## src/rtl/jsu_pkg.sv

```systemverilog
// Types and codes of the JSON string unescaper.
// Used by every module of the block; depends on nothing.
package jsu_pkg;

    typedef struct packed {
        logic       cmd;
        logic [7:0] in_byte;
    } in_item_t;

    typedef struct packed {
        logic [1:0] out_kind;
        logic [7:0] out_byte;
        logic [3:0] error_code;
        logic       run_last;
    } out_item_t;

    // All results caused by one input byte; cnt is 0 to 4.
    typedef struct packed {
        logic [2:0]      cnt;
        logic [1:0]      kind;
        logic [3:0]      err;
        logic [3:0][7:0] bytes;
    } burst_t;

    localparam logic CMD_DATA = 1'b0;
    localparam logic CMD_END  = 1'b1;

    localparam logic [1:0] KIND_BYTE   = 2'd0;
    localparam logic [1:0] KIND_CLOSED = 2'd1;
    localparam logic [1:0] KIND_ERROR  = 2'd2;
    localparam logic [1:0] KIND_ENDED  = 2'd3;

    localparam logic [3:0] ERR_NONE         = 4'd0;
    localparam logic [3:0] ERR_CONTROL      = 4'd1;
    localparam logic [3:0] ERR_BAD_ESCAPE   = 4'd2;
    localparam logic [3:0] ERR_BAD_HEX      = 4'd3;
    localparam logic [3:0] ERR_NO_LOW       = 4'd4;
    localparam logic [3:0] ERR_LOW_RANGE    = 4'd5;
    localparam logic [3:0] ERR_LONE_LOW     = 4'd6;
    localparam logic [3:0] ERR_UNTERMINATED = 4'd7;
    localparam logic [3:0] ERR_NO_QUOTE     = 4'd8;

    localparam logic [7:0] CH_QUOTE     = 8'h22;
    localparam logic [7:0] CH_BACKSLASH = 8'h5C;
    localparam logic [7:0] CH_SLASH     = 8'h2F;
    localparam logic [7:0] CH_SPACE     = 8'h20;
    localparam logic [7:0] CH_TAB       = 8'h09;
    localparam logic [7:0] CH_LF        = 8'h0A;
    localparam logic [7:0] CH_CR        = 8'h0D;
    localparam logic [7:0] CH_BS        = 8'h08;
    localparam logic [7:0] CH_FF        = 8'h0C;
    localparam logic [7:0] CH_LOWER_B   = 8'h62;
    localparam logic [7:0] CH_LOWER_F   = 8'h66;
    localparam logic [7:0] CH_LOWER_N   = 8'h6E;
    localparam logic [7:0] CH_LOWER_R   = 8'h72;
    localparam logic [7:0] CH_LOWER_T   = 8'h74;
    localparam logic [7:0] CH_LOWER_U   = 8'h75;

endpackage

```

## src/rtl/jsu_front.sv

```systemverilog
// Front end of the JSON string unescaper: parses one byte per transfer and
// turns it into a burst of up to four results. Depends on jsu_pkg.
module jsu_front (
    input  logic             clk,
    input  logic             rst_n,
    input  logic             take,
    input  jsu_pkg::in_item_t item,
    output logic             push,
    output jsu_pkg::burst_t  push_data
);

    typedef enum logic [3:0] {
        PH_IDLE,
        PH_STR,
        PH_ESC,
        PH_HEX1,
        PH_WBS,
        PH_WU,
        PH_HEX2,
        PH_ERR
    } phase_t;

    phase_t      phase_reg, phase_next;
    logic [15:0] code_unit_reg, code_unit_next;
    logic [1:0]  digit_count_reg, digit_count_next;
    logic [9:0]  high_half_reg, high_half_next;

    logic        nib_ok;
    logic [3:0]  nib;
    logic [15:0] cu_hex;
    logic        hex_done;
    logic [20:0] pair_cp;
    jsu_pkg::burst_t burst;

    function automatic jsu_pkg::burst_t single(input logic [1:0] kind, input logic [7:0] data,
                                               input logic [3:0] err);
        jsu_pkg::burst_t r;
        r          = '0;
        r.cnt      = 3'd1;
        r.kind     = kind;
        r.err      = err;
        r.bytes[0] = data;
        return r;
    endfunction

    function automatic jsu_pkg::burst_t utf8(input logic [20:0] cp);
        jsu_pkg::burst_t r;
        r      = '0;
        r.kind = jsu_pkg::KIND_BYTE;
        r.err  = jsu_pkg::ERR_NONE;
        if (cp <= 21'h7F) begin
            r.cnt      = 3'd1;
            r.bytes[0] = cp[7:0];
        end else if (cp <= 21'h7FF) begin
            r.cnt      = 3'd2;
            r.bytes[0] = {3'b110, cp[10:6]};
            r.bytes[1] = {2'b10, cp[5:0]};
        end else if (cp <= 21'hFFFF) begin
            r.cnt      = 3'd3;
            r.bytes[0] = {4'b1110, cp[15:12]};
            r.bytes[1] = {2'b10, cp[11:6]};
            r.bytes[2] = {2'b10, cp[5:0]};
        end else begin
            r.cnt      = 3'd4;
            r.bytes[0] = {5'b11110, cp[20:18]};
            r.bytes[1] = {2'b10, cp[17:12]};
            r.bytes[2] = {2'b10, cp[11:6]};
            r.bytes[3] = {2'b10, cp[5:0]};
        end
        return r;
    endfunction

    always_comb begin
        nib_ok = 1'b1;
        nib    = 4'd0;
        if (item.in_byte >= 8'h30 && item.in_byte <= 8'h39) begin
            nib = item.in_byte[3:0];
        end else if ((item.in_byte >= 8'h61 && item.in_byte <= 8'h66)
                     || (item.in_byte >= 8'h41 && item.in_byte <= 8'h46)) begin
            nib = item.in_byte[3:0] + 4'd9;
        end else begin
            nib_ok = 1'b0;
        end
    end

    assign cu_hex   = {code_unit_reg[11:0], nib};
    assign hex_done = nib_ok && (digit_count_reg == 2'd3);
    // Joined code point of a surrogate pair; the low unit's top six bits are known.
    assign pair_cp  = 21'h10000 + {1'b0, high_half_reg, cu_hex[9:0]};

    always_comb begin
        phase_next       = phase_reg;
        code_unit_next   = code_unit_reg;
        digit_count_next = digit_count_reg;
        high_half_next   = high_half_reg;
        burst            = '0;

        if (item.cmd == jsu_pkg::CMD_END) begin
            if (phase_reg == PH_IDLE) begin
                burst = single(jsu_pkg::KIND_ENDED, 8'd0, jsu_pkg::ERR_NONE);
            end else if (phase_reg != PH_ERR) begin
                burst = single(jsu_pkg::KIND_ERROR, 8'd0, jsu_pkg::ERR_UNTERMINATED);
            end
            phase_next       = PH_IDLE;
            code_unit_next   = '0;
            digit_count_next = '0;
            high_half_next   = '0;
        end else begin
            case (phase_reg)
                PH_IDLE: begin
                    if (item.in_byte == jsu_pkg::CH_QUOTE) begin
                        phase_next = PH_STR;
                    end else if (item.in_byte != jsu_pkg::CH_SPACE
                                 && item.in_byte != jsu_pkg::CH_TAB
                                 && item.in_byte != jsu_pkg::CH_LF
                                 && item.in_byte != jsu_pkg::CH_CR) begin
                        burst      = single(jsu_pkg::KIND_ERROR, 8'd0, jsu_pkg::ERR_NO_QUOTE);
                        phase_next = PH_ERR;
                    end
                end
                PH_STR: begin
                    if (item.in_byte == jsu_pkg::CH_QUOTE) begin
                        burst      = single(jsu_pkg::KIND_CLOSED, 8'd0, jsu_pkg::ERR_NONE);
                        phase_next = PH_IDLE;
                    end else if (item.in_byte < jsu_pkg::CH_SPACE) begin
                        burst      = single(jsu_pkg::KIND_ERROR, 8'd0, jsu_pkg::ERR_CONTROL);
                        phase_next = PH_ERR;
                    end else if (item.in_byte == jsu_pkg::CH_BACKSLASH) begin
                        phase_next = PH_ESC;
                    end else begin
                        burst = single(jsu_pkg::KIND_BYTE, item.in_byte, jsu_pkg::ERR_NONE);
                    end
                end
                PH_ESC: begin
                    phase_next = PH_STR;
                    case (item.in_byte)
                        jsu_pkg::CH_QUOTE, jsu_pkg::CH_BACKSLASH, jsu_pkg::CH_SLASH:
                            burst = single(jsu_pkg::KIND_BYTE, item.in_byte, jsu_pkg::ERR_NONE);
                        jsu_pkg::CH_LOWER_B:
                            burst = single(jsu_pkg::KIND_BYTE, jsu_pkg::CH_BS, jsu_pkg::ERR_NONE);
                        jsu_pkg::CH_LOWER_F:
                            burst = single(jsu_pkg::KIND_BYTE, jsu_pkg::CH_FF, jsu_pkg::ERR_NONE);
                        jsu_pkg::CH_LOWER_N:
                            burst = single(jsu_pkg::KIND_BYTE, jsu_pkg::CH_LF, jsu_pkg::ERR_NONE);
                        jsu_pkg::CH_LOWER_R:
                            burst = single(jsu_pkg::KIND_BYTE, jsu_pkg::CH_CR, jsu_pkg::ERR_NONE);
                        jsu_pkg::CH_LOWER_T:
                            burst = single(jsu_pkg::KIND_BYTE, jsu_pkg::CH_TAB, jsu_pkg::ERR_NONE);
                        jsu_pkg::CH_LOWER_U: begin
                            code_unit_next   = '0;
                            digit_count_next = '0;
                            phase_next       = PH_HEX1;
                        end
                        default: begin
                            burst = single(jsu_pkg::KIND_ERROR, 8'd0, jsu_pkg::ERR_BAD_ESCAPE);
                            phase_next = PH_ERR;
                        end
                    endcase
                end
                PH_HEX1, PH_HEX2: begin
                    if (!nib_ok) begin
                        burst      = single(jsu_pkg::KIND_ERROR, 8'd0, jsu_pkg::ERR_BAD_HEX);
                        phase_next = PH_ERR;
                    end else begin
                        code_unit_next   = cu_hex;
                        digit_count_next = digit_count_reg + 2'd1;
                    end
                    if (hex_done) begin
                        if (phase_reg == PH_HEX1) begin
                            // Bits 15:11 equal to 11011 mark the surrogate range.
                            if (cu_hex[15:11] == 5'b11011 && !cu_hex[10]) begin
                                high_half_next = cu_hex[9:0];
                                phase_next     = PH_WBS;
                            end else if (cu_hex[15:11] == 5'b11011) begin
                                burst = single(jsu_pkg::KIND_ERROR, 8'd0,
                                               jsu_pkg::ERR_LONE_LOW);
                                phase_next = PH_ERR;
                            end else begin
                                burst      = utf8({5'd0, cu_hex});
                                phase_next = PH_STR;
                            end
                        end else begin
                            if (cu_hex[15:10] != 6'b110111) begin
                                burst = single(jsu_pkg::KIND_ERROR, 8'd0,
                                               jsu_pkg::ERR_LOW_RANGE);
                                phase_next = PH_ERR;
                            end else begin
                                burst      = utf8(pair_cp);
                                phase_next = PH_STR;
                            end
                        end
                    end
                end
                PH_WBS: begin
                    if (item.in_byte == jsu_pkg::CH_BACKSLASH) begin
                        phase_next = PH_WU;
                    end else begin
                        burst      = single(jsu_pkg::KIND_ERROR, 8'd0, jsu_pkg::ERR_NO_LOW);
                        phase_next = PH_ERR;
                    end
                end
                PH_WU: begin
                    if (item.in_byte == jsu_pkg::CH_LOWER_U) begin
                        code_unit_next   = '0;
                        digit_count_next = '0;
                        phase_next       = PH_HEX2;
                    end else begin
                        burst      = single(jsu_pkg::KIND_ERROR, 8'd0, jsu_pkg::ERR_NO_LOW);
                        phase_next = PH_ERR;
                    end
                end
                default: begin
                end
            endcase
        end
    end

    assign push      = take && (burst.cnt != 3'd0);
    assign push_data = burst;

    always_ff @(posedge clk or negedge rst_n) begin
        if (!rst_n) begin
            phase_reg       <= PH_IDLE;
            code_unit_reg   <= '0;
            digit_count_reg <= '0;
            high_half_reg   <= '0;
        end else if (take) begin
            phase_reg       <= phase_next;
            code_unit_reg   <= code_unit_next;
            digit_count_reg <= digit_count_next;
            high_half_reg   <= high_half_next;
        end
    end

endmodule

```

## src/rtl/jsu_fifo.sv

```systemverilog
// Short queue of result bursts between the parser and the serializer.
// Depends on jsu_pkg for the burst type.
module jsu_fifo #(
    parameter int Depth = 4
) (
    input  logic            clk,
    input  logic            rst_n,
    input  logic            push,
    input  jsu_pkg::burst_t push_data,
    input  logic            pop,
    output jsu_pkg::burst_t pop_data,
    output logic            full,
    output logic            empty
);

    localparam int PtrW = (Depth > 1) ? $clog2(Depth) : 1;
    localparam int CntW = $clog2(Depth + 1);

    jsu_pkg::burst_t mem [Depth];
    logic [PtrW-1:0] wr_ptr_reg;
    logic [PtrW-1:0] rd_ptr_reg;
    logic [CntW-1:0] count_reg;

    assign full     = (count_reg == CntW'(Depth));
    assign empty    = (count_reg == '0);
    assign pop_data = mem[rd_ptr_reg];

    always_ff @(posedge clk) begin
        if (push) begin
            mem[wr_ptr_reg] <= push_data;
        end
    end

    always_ff @(posedge clk or negedge rst_n) begin
        if (!rst_n) begin
            wr_ptr_reg <= '0;
            rd_ptr_reg <= '0;
            count_reg  <= '0;
        end else begin
            if (push) begin
                wr_ptr_reg <= (wr_ptr_reg == PtrW'(Depth - 1)) ? '0 : wr_ptr_reg + 1'b1;
            end
            if (pop) begin
                rd_ptr_reg <= (rd_ptr_reg == PtrW'(Depth - 1)) ? '0 : rd_ptr_reg + 1'b1;
            end
            if (push && !pop) begin
                count_reg <= count_reg + 1'b1;
            end else if (pop && !push) begin
                count_reg <= count_reg - 1'b1;
            end
        end
    end

endmodule

```

## src/rtl/jsu_back.sv

```systemverilog
// Back end of the JSON string unescaper: unpacks queued bursts into single
// results, one per cycle when not stalled, via an output register. Depends on jsu_pkg.
module jsu_back (
    input  logic               clk,
    input  logic               rst_n,
    input  logic               empty,
    input  jsu_pkg::burst_t    pop_data,
    output logic               pop,
    output logic               rsp_valid,
    input  logic               rsp_stall,
    output jsu_pkg::out_item_t rsp
);

    jsu_pkg::burst_t    cur_reg;
    logic               cur_valid_reg;
    logic [1:0]         idx_reg;
    logic               rsp_valid_reg;
    jsu_pkg::out_item_t rsp_reg;

    logic               adv;
    logic               last;
    jsu_pkg::out_item_t entry;

    // The output register may load whenever it is empty or its transfer completes.
    assign adv  = !rsp_valid_reg || !rsp_stall;
    assign last = cur_valid_reg && (({1'b0, idx_reg} + 3'd1) == cur_reg.cnt);
    assign pop  = !empty && (!cur_valid_reg || (adv && last));

    always_comb begin
        entry.out_kind   = cur_reg.kind;
        entry.out_byte   = cur_reg.bytes[idx_reg];
        entry.error_code = cur_reg.err;
        entry.run_last   = last;
    end

    always_ff @(posedge clk or negedge rst_n) begin
        if (!rst_n) begin
            rsp_valid_reg <= 1'b0;
            cur_valid_reg <= 1'b0;
            idx_reg       <= '0;
        end else begin
            if (adv) begin
                rsp_valid_reg <= cur_valid_reg;
            end
            if (pop) begin
                cur_valid_reg <= 1'b1;
                idx_reg       <= '0;
            end else if (adv && cur_valid_reg) begin
                if (last) begin
                    cur_valid_reg <= 1'b0;
                end else begin
                    idx_reg <= idx_reg + 2'd1;
                end
            end
        end
    end

    always_ff @(posedge clk) begin
        if (pop) begin
            cur_reg <= pop_data;
        end
        if (adv && cur_valid_reg) begin
            rsp_reg <= entry;
        end
    end

    assign rsp_valid = rsp_valid_reg;
    assign rsp       = rsp_reg;

endmodule

```

## src/rtl/json_string_unescape_utf8.sv

```systemverilog
// JSON string unescaper to UTF-8. An accepted byte's results pass the burst
// queue, the burst register and the output register. Throughput: one input
// byte per cycle and one result per cycle while rsp_stall is low; a \u escape
// of k bytes gives k results; the FifoDepth queue stalls the input when full.
// Reset clears the parser to idle before an opening quote and empties the queue.
module json_string_unescape_utf8 #(
    parameter int FifoDepth = 4
) (
    input  logic               clk,
    input  logic               rst_n,
    input  logic               req_valid,
    output logic               req_stall,
    input  jsu_pkg::in_item_t  req,
    output logic               rsp_valid,
    input  logic               rsp_stall,
    output jsu_pkg::out_item_t rsp
);

    logic            take;
    logic            push;
    logic            pop;
    logic            full;
    logic            empty;
    jsu_pkg::burst_t push_data;
    jsu_pkg::burst_t pop_data;

    assign req_stall = full;
    assign take      = req_valid && !full;

    jsu_front u_front (
        .clk       (clk),
        .rst_n     (rst_n),
        .take      (take),
        .item      (req),
        .push      (push),
        .push_data (push_data)
    );

    jsu_fifo #(
        .Depth (FifoDepth)
    ) u_fifo (
        .clk       (clk),
        .rst_n     (rst_n),
        .push      (push),
        .push_data (push_data),
        .pop       (pop),
        .pop_data  (pop_data),
        .full      (full),
        .empty     (empty)
    );

    jsu_back u_back (
        .clk       (clk),
        .rst_n     (rst_n),
        .empty     (empty),
        .pop_data  (pop_data),
        .pop       (pop),
        .rsp_valid (rsp_valid),
        .rsp_stall (rsp_stall),
        .rsp       (rsp)
    );

endmodule

```

## config.mk

```make
export PLATFORM = sky130hd
export DESIGN_NAME = json_string_unescape_utf8
export DESIGN_NICKNAME = d
export VERILOG_FILES = /design/src/rtl/jsu_pkg.sv /design/src/rtl/jsu_front.sv /design/src/rtl/jsu_fifo.sv /design/src/rtl/jsu_back.sv /design/src/rtl/json_string_unescape_utf8.sv
export SDC_FILE = /design/constraint.sdc
export NUM_CORES = 1
export LEC_CHECK = 0
export BUFFER_PORTS_ARGS = -buffer_cell sky130_fd_sc_hd__buf_2
export CAP_MARGIN = 20
export CORE_MARGIN = 3
export CORE_UTILIZATION = 62
export DETAILED_ROUTE_END_ITERATION = 16
export HOLD_SLACK_MARGIN = 0.08
export PLACE_DENSITY = 0.9
export SLEW_MARGIN = 10
export SYNTH_ARGS = -nofsm -noshare
export SYNTH_HDL_FRONTEND = slang
export SYNTH_SLANG_ARGS = --single-unit
export TNS_END_PERCENT = 20
```

## constraint.sdc

```tcl
create_clock -name clk -period 5.03 [get_ports clk]
set_input_delay 0.503 -clock clk [delete_from_list [all_inputs] [get_ports clk]]
set_output_delay 0.503 -clock clk [all_outputs]
set_load 0.01 [all_outputs]
```

# After elaboration in Yosys (flattened, before gate mapping)
# Memory sizes are Yosys's and may differ from the RTL's. A register that Yosys moved wholly into a read port is not among the register bits.
# Cells that the tools add are included.
[word_totals]
regBits = 54
mem_bits_rw = 164
inputBits = 13
output_inout_bits = 17
word_cells = 198
mem_count = 1
[op_classes]
addsub = 9
order_cmp = 13
eq_ne = 33
n_mux = 80
reduce_logical = 48
[mem_list]
columns = ["memory", "words", "width", "read_ports", "rd_clocked_by_memory_dff", "wr", "line", "source"]
rows = [
  ["u_fifo.mem", 4, 41, 1, 1, 1, "jsu_fifo.sv:19", "jsu_pkg::burst_t mem [Depth];"],
]
[op_table]
columns = ["operator", "n"]
rows = [
  ["41-bit two-way mux", 10],
  ["39-bit one-hot mux with 7 select lines", 1],
  ["41-bit one-hot mux with 6 select lines", 1],
  ["39-bit two-way mux", 6],
  ["8-bit by 7-bit equality test with 1-bit output, second input constant", 7],
  ["10-bit two-way mux", 5],
  ["16-bit two-way mux", 3],
  ["4-bit two-way mux", 12],
  ["8-bit two-way mux", 5],
  ["12-bit two-way mux", 3],
  ["24-bit two-way mux", 1],
  ["3-bit two-way mux", 8],
  ["8-bit by 4-bit != test with 1-bit output, second input constant", 3],
  ["12-bit one-hot mux with 2 select lines", 1],
  ["4-bit one-hot mux with 6 select lines", 1],
  ["22-bit two-way mux", 1],
  ["17-bit by 20-bit adder with 21-bit output, first input constant", 1],
  ["21-bit by 11-bit <= comparator with 1-bit output, second input constant", 1],
  ["21-bit by 16-bit <= comparator with 1-bit output, second input constant", 1],
  ["21-bit by 7-bit <= comparator with 1-bit output, second input constant", 1],
  ["2-bit two-way mux", 9],
  ["8-bit binary-select mux with 2-bit select", 1],
  ["8-bit by 6-bit equality test with 1-bit output, second input constant", 2],
  ["8-bit by 7-bit greater-or-equal comparator with 1-bit output, second input constant", 2],
  ["other kinds (45)", 97],
]

# Logic depth before layout (Yosys ltp)
# Gate-level depths: netlist of run 1.
[depth]
depth_word = 21
depth_mapped = 16
depth_no_buf = 15

# Hierarchy
# Synthesis of run 1 repeated with hierarchy kept, for this count alone.
[unflattened]
hier_cells = 801
hier_area_um2 = 11878.9
[modules_own_cells]
columns = ["mod", "instances", "cells_per_inst", "area_per_inst_um2", "seq_area_each_um2"]
rows = [
  ["jsu_fifo", 1, 252, 6384.9, 5099.9],
  ["jsu_front", 1, 450, 3326.9, 675.6],
  ["jsu_back", 1, 98, 2153.3, 1781.7],
  ["json_string_unescape_utf8", 1, 1, 13.8, 0.0],
]

# Worst setup path after synthesis of run 1
# No wires, ideal clock.
[synth_path]
kind = "input port to flip-flop"
from = "input port req[0] (netlist bit)"
to = "memory u_fifo.mem[0][0] (netlist bit), enable pin"
setup_ps = 398
arrival_ps = 3939
required_time_ps = 4632
setup_slack_ps = 693
path_stages = 10
path_buffers = 0
path_cell_list = "inv_1 -> ha_1 -> or3b_1 -> a211o_1 -> a222oi_1 -> a21boi_1 -> nor4_4 -> a211oi_2 -> a21oi_4 -> and2_1"
[synth_between]
elab_chain_cells = 19
word_cells_on_any_way = 65
cone_classes = "2 x add/sub; 12 x order compare; 13 x eq/ne; 27 x mux; 11 x reduce/logical"
[synth_rtl]
columns = ["element", "line", "source"]
rows = [
  ["start: declaration", "json_string_unescape_utf8.sv:13", "input jsu_pkg::in_item_t req,"],
  ["8-bit by 7-bit greater-or-equal comparator with 1-bit output, or another cell as far along", "jsu_front.sv:78", "end else if ((item.in_byte >= 8'h61 && item.in_byte <= 8'h66)"],
  ["1-bit logical AND (on tied branches)", "jsu_front.sv:78, jsu_front.sv:79", ""],
  ["1-bit logical OR", "jsu_front.sv:79", "|| (item.in_byte >= 8'h41 && item.in_byte <= 8'h46)) begin"],
  ["4-bit two-way mux", "jsu_front.sv:78", ""],
  ["4-bit two-way mux", "jsu_front.sv:76", "if (item.in_byte >= 8'h30 && item.in_byte <= 8'h39) begin"],
  ["17-bit by 20-bit adder with 21-bit output", "jsu_front.sv:89", "assign pair_cp = 21'h10000 + {1'b0, high_half_reg, cu_hex[9:0]};"],
  ["21-bit by 16-bit <= comparator with 1-bit output", "jsu_front.sv:58", "end else if (cp <= 21'hFFFF) begin"],
  ["3-bit two-way mux", "jsu_front.sv:58", ""],
  ["[... 4 more ...]", "-", ""],
  ["41-bit two-way mux", "jsu_front.sv:168", "if (hex_done) begin"],
  ["41-bit one-hot mux with 6 select lines *", "jsu_front.sv:109", "case (phase_reg)"],
  ["41-bit two-way mux *", "jsu_front.sv:98", "if (item.cmd == jsu_pkg::CMD_END) begin"],
  ["3-bit nonzero test *", "jsu_front.sv:218", "assign push = take && (burst.cnt != 3'd0);"],
  ["1-bit logical AND *", "jsu_front.sv:218", ""],
  ["named net push", "json_string_unescape_utf8.sv:20", "logic push;"],
  ["1-bit two-way mux *", "jsu_fifo.sv:29", "if (push) begin"],
  ["1-bit two-way mux (implied by the code) *", "jsu_fifo.sv:30", "mem[wr_ptr_reg] <= push_data;"],
  ["end: declaration", "jsu_fifo.sv:19", ""],
]
# The timed path passes the listed nets; every way through them passes the cells marked *.

# Worst setup path in the final report of run 1
[layout_path]
from = "register u_front.code_unit_reg[8]"
to = "register u_fifo.count_reg[2]"
[layout_between]
elab_chain_cells = 14
word_cells_on_any_way = 21
cone_classes = "2 x order compare; 2 x eq/ne; 10 x mux; 7 x reduce/logical"
[layout_rtl]
columns = ["element", "line", "source"]
rows = [
  ["start: declaration", "jsu_front.sv:24", "logic [15:0] code_unit_reg, code_unit_next;"],
  ["start signal: assignment", "jsu_front.sv:229", "code_unit_reg <= code_unit_next;"],
  ["16-bit by 11-bit <= comparator with 1-bit output", "jsu_front.sv:54", "end else if (cp <= 21'h7FF) begin"],
  ["1-bit two-way mux", "jsu_front.sv:54", ""],
  ["3-bit two-way mux", "jsu_front.sv:51", "if (cp <= 21'h7F) begin"],
  ["41-bit two-way mux", "jsu_front.sv:174", "end else if (cu_hex[15:11] == 5'b11011) begin"],
  ["41-bit two-way mux", "jsu_front.sv:171", "if (cu_hex[15:11] == 5'b11011 && !cu_hex[10]) begin"],
  ["41-bit two-way mux *", "jsu_front.sv:169", "if (phase_reg == PH_HEX1) begin"],
  ["41-bit two-way mux *", "jsu_front.sv:168", ""],
  ["41-bit one-hot mux with 6 select lines *", "jsu_front.sv:109", ""],
  ["41-bit two-way mux *", "jsu_front.sv:98", ""],
  ["3-bit nonzero test *", "jsu_front.sv:218", ""],
  ["1-bit logical AND *", "jsu_front.sv:218", ""],
  ["named net push", "json_string_unescape_utf8.sv:20", ""],
  ["1-bit zero test", "jsu_fifo.sv:48", "end else if (pop && !push) begin"],
  ["1-bit logical AND", "jsu_fifo.sv:48", ""],
  ["2-bit nonzero test (no source line)", "-", ""],
  ["end signal: assignment", "jsu_fifo.sv:47", "count_reg <= count_reg + 1'b1;"],
  ["end signal: assignment", "jsu_fifo.sv:49", "count_reg <= count_reg - 1'b1;"],
  ["end: declaration", "jsu_fifo.sv:22", "logic [CntW-1:0] count_reg;"],
]
# Marked as above.
# A chain may end at the register's enable or synchronous reset.

==> run metrics, run 1 <==
FILL cells=1088; vias per cell=6.88; die width=139 um; Clock Latency Late Sink=0.52 ns; total CTS buffers=24; total grt overflow=0; Total Routing Usage GR=0.288; worst reg2reg path depth=13; Post-synth EDFFs=200; global-route wire length before repair=43.1 mm; Reg2Reg Launch Point=u_front.code_unit_reg[8]; clock sink count=238; die area=just under 20000 um2; vias post-DR=7298; CTS H-tree depth=1; worst r2r dst=u_fifo.count_reg[2]; Iter 0 DRT Violations=1032; WHS=between 0.1 and 0.15 ns; initial antenna violation count=1; Setup Crit Path Kind=reg2reg; WP data required=5.45 ns; worst-path fanout max=7; PortBufs=29; Lkg Pwr=0.00428 uW; largest net degree at the start of global routing=between 40 and 50; vias in the first global route=between 7000 and 8000; Final #Nets=845; final setup TNS=0 ns; unrepaired setup endpoints after global routing=false; gpl congestion=1.04; Mapped Cells=~800; Syn-to-layout area delta=9.82%; Critical Path Source Type=flop; CTS tree=done; fraction of layout cells with a size suffix above 1=0.175; io pins=30; Cell Pwr Density=about 520 nW/um2; ANT nets after route=0; Core ar.=17400 um2; Row Count=48; peak supply drop=between 0.4 and 0.5 mV; sequential fraction of the synthesis area=0.631; Mapped Avg Cell Area=between 10 and 15 um2; Slew @ Worst Pin=1.07 ns; max FFs per register=between 100 and 150; DRT Pass-1 Iters=6; DP HPWL=roughly 18 mm; setup violators final=0; Syn. warnings=0; hold crit path type=in2async; drt drc=0; headroom to the max-slew limit=0.280; commonest cells after routing, fill and taps aside=edfxtp_1, nand2_1, nor2_1; antenna fix cells=0; FF-to-FF setup slack=1.03 ns; status=finished, final reports clean; routed len/inst=between 20 and 30 um; Setup Skew=0.0221 ns; final wirelength=27.9 mm; post-CTS setup buffers=0; # resized after CTS=0; Final Max Slew Viols=0; Layout Utilization=0.698; hold-fix buffer count after cts=0; number of max-cap violations=0; ys async rst share=0.160; Yosys reg bits=between 200 and 250; arrival time worst endpoint=about 4.4 ns; synthesized area=11000 um2; initial core utilization=0.636; Hold Fails Final Rpt=0; Crit. End Element=flop; Placed Cells=around 1000; post-synth cell types=between 70 and 80; CTS root buf=clkbuf_16; Primary FF master, synth=edfxtp_1; Final Cycle Share=0.796; commonest non-fill, non-tap cell in the layout=edfxtp_1; syn nets=approximately 820; post-route insts no fill=1060; CTS max path bufs=3; minimum clock period=4.00 ns; clock-pin slew on the worst setup and hold paths=0.07 ns; Die H=139 um; f_max=250 MHz
==> layer usage <==
metal / share of wire / routed length, um / global-route usage
met1: 0.40 / 11100 / 0.412
met2: 0.48 / 13200 / 0.456
met3: 0.085 / 2360 / 0.0460
met4: 0.042 / 1170 / 0.106
met5: 0.00047 / 13 / 0
==> cells by family (layout without fill, tap and decap cells) <==
family          count (synthesis)  in the layout  share of synthesized area
xor+xnor                        9              9                    0.00714
simple gates                  251            251                      0.117
mux                            65             65                      0.110
flops                         238            238                      0.631
fa+ha+maj                      15             15                     0.0177
compound gates                148            148                     0.0933
buf+inv                        68            109                     0.0237
==> critical path, stage by stage, from the launching register on <==
cell,delay (ns)
dfrtp_1,0.42
or4_1,0.59
or4_1,0.62
a211oi_1,0.35
nor4_1,0.10
mux2_2,0.28
a2bb2oi_1,0.16
a21oi_4,0.28
ha_1,0.24
inv_1,0.07
fa_1,0.37
xor2_1,0.17
nor2_1,0.12
xor2_1,0.16
==> power by group <==
group,internal (uW),switching [uW],total [uW]
registers,2740,271,3010
clock network,928,718,1650
logic,695,981,1680
==> cells in the mapped netlist (all sizes together), types with 6 or more instances <==
| master | n | share of area |
|---|---|---|
| ha | 14 | 0.016 |
| nor3 | 18 | 0.0086 |
| mux2 | 12 | 0.012 |
| clkbuf | 33 | 0.011 |
| or3 | 6 | 0.0034 |
| nand2 | 64 | 0.022 |
| mux2i | 9 | 0.0082 |
| nand2b | 8 | 0.0045 |
| nor2b | 8 | 0.0045 |
| nor4 | 10 | 0.0070 |
| nand3 | 14 | 0.0064 |
| buf | 13 | 0.0050 |
| o22ai | 9 | 0.0051 |
| nand4 | 14 | 0.0079 |
| a22o | 15 | 0.012 |
| a31oi | 7 | 0.0040 |
| mux4 | 44 | 0.090 |
| and2 | 19 | 0.011 |
| a22oi | 9 | 0.0061 |
| a211oi | 10 | 0.0073 |
| dfrtp | 38 | 0.086 |
| inv | 22 | 0.0075 |
| o21ai | 24 | 0.011 |
| a21oi | 32 | 0.016 |
| edfxtp | 200 | 0.54 |
| nor2 | 62 | 0.021 |
==> through the flow <==
stage | total power [uW] | instance area, um2 | setup WS, ns
2_1_floorplan | 4140 | 11000 | 0.693
3_3_place_gp | 4550 | 11400 | 0.710
3_5_place_dp | 4660 | 11400 | 0.595
4_1_cts | 6350 | 12100 | 1.04
5_1_grt | 6600 | 12100 | 0.799
6_report | 6330 | 12100 | 1.03
==> how the worst max path moves through the flow <==
stage | from | to | slack (ns) | cells after the start
after floorplan | req[0] | u_fifo.mem[0][0] | 0.69 | 10
after global placement | req[0] | u_fifo.count_reg[2] | 0.71 | 17
after detailed placement | req[0] | u_fifo.count_reg[2] | 0.60 | 17
after CTS | u_front.code_unit_reg[8] | u_fifo.count_reg[2] | 1.04 | 13
after global routing | u_front.code_unit_reg[8] | u_fifo.count_reg[2] | 0.80 | 13
final | u_front.code_unit_reg[8] | u_fifo.count_reg[2] | 1.03 | 13
==> layout make-up <==
type | instances | area (um2) | area share
multi-input combinational | 488 | 3820 | 0.315
clock inverter | 11 | 58.8 | 0.00485
tap | 225 | 282 | 0.0232
inverter | 22 | 82.6 | 0.00682
timing repair buffer | 43 | 250 | 0.0207
clock buffer | 33 | 666 | 0.0549
sequential | 238 | 6960 | 0.574
Note: power is estimated with default switching activity, not from simulation.
==> inputs of run 2 (changes only) <==
ABC_AREA = 1   (was not set)
clock period = 4 ns   (was 5.03 ns; I/O delays follow)
==> run 2 against run 1 <==
Hold slack got worse by 0.057 ns. Die area rose by 0.78%. Combinational power increased by 76%. Register-to-register slack got worse by 0.57 ns. Global-route usage rose by 1.2 points. Area after synthesis rose by 0.82%. Fmax up 13%. Flip-flop and latch count unchanged. Critical endpoint is now u_fifo.count_reg[1]. Highest routed layer unchanged.
==> run metrics, run 2 <==
status=finished, final reports clean; antenna fix cells=0 (unchanged); Final #Nets=1145 (+36%); post-route cell area=12400 um2 (+2.6%); post-synth top area share=0.540 (-0.00441); Final Max Slew Viols=0 (unchanged); worst r2r dst=u_fifo.count_reg[1]; final wirelength=30.3 mm (+8.7%); CTS root buf=clkbuf_16; ANT nets after route=0 (unchanged); minimum clock period=3.55 ns (-0.455 ns); Critical Path Source Type=flop; CTS tree=done; Cell Pwr Density=727 nW/um2 (+39%); Die H=140 um (+0.39%); commonest non-fill, non-tap cell in the layout=edfxtp_1; Placed Cells=1315 (+29%); number of max-cap violations=0 (unchanged); Slew @ Worst Pin=1.02 ns (-0.0484 ns); post-route insts no fill=1359 (+28%); total CTS buffers=24 (unchanged); Hold Fails Final Rpt=0 (unchanged); unrepaired setup endpoints after global routing=false; CTS max path bufs=3 (unchanged); post-synth cell types=45 (-38%); # resized after CTS=0 (unchanged); worst-path fanout max=10 (+3); post-placement cell area=11600 um2 (+2.2%); FILL cells=1139 (+4.7%); beginning of the critical path=u_back.idx_reg[1]; vias post-DR=8834 (+21%); sequential fraction of the synthesis area=0.625 (-0.00511); vias in the first global route=8484 (+17%); Setup Crit Path Kind=reg2reg; clock-pin slew on the worst setup and hold paths=0.06 ns (about the same); drt drc=0 (unchanged); area leader, netlist=edfxtp_1; largest cells by area after synthesis=edfxtp_1, dfrtp_1, o21ai_0; syn nets=1107 (+35%); Sw Ratio=0.361 (+0.0495); switching power total=3260 uW (+66%); fraction of layout cells with a size suffix above 1=0.116 (-0.0593); vias per cell=6.50 (-5.6%); final setup TNS=0 ns (unchanged); synthesized area=11100 um2 (+0.82%); Clock Latency Late Sink=0.52 ns (about the same); Lkg Pwr=0.00471 uW (+9.9%); Setup Skew=0.0200 ns (-0.00214 ns); peak supply drop=0.903 mV (+110%); f_max=282 MHz (+13%); worst reg2reg path depth=10 (-3); Mapped Cells=1079 (+36%); arrival time worst endpoint=3.94 ns (-0.48 ns); Sequential cell area=6960 um2 (unchanged); Crit. End Element=flop; CTS H-tree depth=1 (unchanged); DRT Pass-1 Iters=7 (+1); max FFs per register=148 (unchanged); clock sink count=238 (unchanged); die area=19600 um2 (+0.78%); die width=140 um (+0.39%); Syn-to-layout area delta=11.8%; ys async rst share=0.160 (unchanged); count leader, synth=edfxtp_1; Final Cycle Share=0.887 (+0.0912); FF-to-FF setup slack=0.45 ns (-0.57 ns); io pins=30 (unchanged); clock network power share=0.245 (-0.015); DP HPWL=19.3 mm (+9.0%); crit path to=u_fifo.count_reg[1]; initial core utilization=0.639 (+0.00298); setup violators final=0 (unchanged); Seq pwr share=0.429 (-0.046); Core ar.=17400 um2 (+0.35%); Mapped Avg Cell Area=10.3 um2 (-26%); initial antenna violation count=1 (unchanged); Primary FF master, synth=edfxtp_1; post-CTS setup buffers=0 (unchanged); Total Routing Usage GR=0.300 (+0.0116); Syn. warnings=0 (unchanged); Row Count=48 (unchanged); P_int=5780 uW (+33%); Iter 0 DRT Violations=1348 (+31%); global-route wire length before repair=46.5 mm (+7.8%); commonest cells after routing, fill and taps aside=edfxtp_1, nor2_1, o21ai_0; Reg2Reg Launch Point=u_back.idx_reg[1]; gpl congestion=1.01 (-3.0%); Post-synth EDFFs=200 (unchanged); Comb pwr share=0.326 (+0.061); most common library cells after synthesis=edfxtp_1, nor2_1, o21ai_0, nand2_1, inv_1; Yosys reg bits=238 (unchanged); total grt overflow=0 (unchanged); Layout Utilization=0.714 (+0.0158); Multi-input gate area=3570 um2 (-6.5%); largest net degree at the start of global routing=77 (+88%); WP data required=4.39 ns (-1.06 ns); PortBufs=29 (unchanged); hold-fix buffer count after cts=0 (unchanged); routed len/inst=22.3 um (-15%); headroom to the max-slew limit=0.319 (+0.0398); hold crit path type=in2async
## run 2: cell type report
class,count,area share
Sequential cell,238,0.560
Multi-Input combinational cell,686,0.287
Tap cell,225,0.0226
Clock buffer,35,0.0550
Inverter,108,0.0326
Timing Repair Buffer,59,0.0358
Clock inverter,8,0.00705
## run 2: worst min path at each step
stage                       startpoint                    to  slack [ns]  depth (start not counted)
finish                           rst_n  u_fifo.rd_ptr_reg[1]        0.05                          1
global route                     rst_n  u_fifo.rd_ptr_reg[1]        0.12                          1
detailed placement  u_back.cur_reg[37]        u_back.rsp[14]        0.40                          0
floorplan                        rst_n  u_back.cur_valid_reg        0.10                          0
CTS                              rst_n     u_back.idx_reg[1]        0.09                          1
global placement    u_back.cur_reg[32]         u_back.rsp[1]        0.40                          0
## run 2: metal layers
metal,track usage,up-vias,part of all wire
met2,0.494,665,0.48
li1,-,3930,-
met5,0,-,0.00043
met4,0.110,2,0.035
met1,0.411,4129,0.37
met3,0.0427,108,0.11
## run 2: power groups by stage
stage	clock network, uW	logic, uW	registers, uW
finish	2210	2950	3880
global route	2310	3220	3920
CTS	2200	2860	3870
detailed placement	0	2780	3910
global placement	0	2640	3860
floorplan	0	1790	3860
## run 2: kinds of logic (layout without fill, tap and decap cells)
group | after synthesis | after routing | synth area share
adders and majority gates | 15 | 15 | 0.0176
AOI/OAI and AO/OA | 282 | 282 | 0.142
xor gates and xnor gates | 4 | 4 | 0.00315
DFF | 238 | 238 | 0.625
buffers and inverters | 155 | 210 | 0.0552
and+or+nand+nor | 384 | 384 | 0.155
muxes | 1 | 1 | 0.00101
## run 2: through the flow
step	hold WS [ns]	total power, uW	worst slack [ns]
final	0.0511	9040	0.452
after global placement	0.405	6500	0.278
after global routing	0.116	9450	0.174
after CTS	0.0893	8920	0.484
after detailed placement	0.405	6690	0.157
after floorplan	0.104	5660	0.446
## run 2: critical path: stages (launching register included)
cell     delay (ns)
dfrtp_1        0.58
ha_1           0.34
xor2_1         0.16
nor4_1         0.33
inv_1          0.16
o21ai_0        0.49
o21ai_0        0.31
ha_1           0.26
inv_1          0.10
fa_1           0.43
mux2_2         0.27
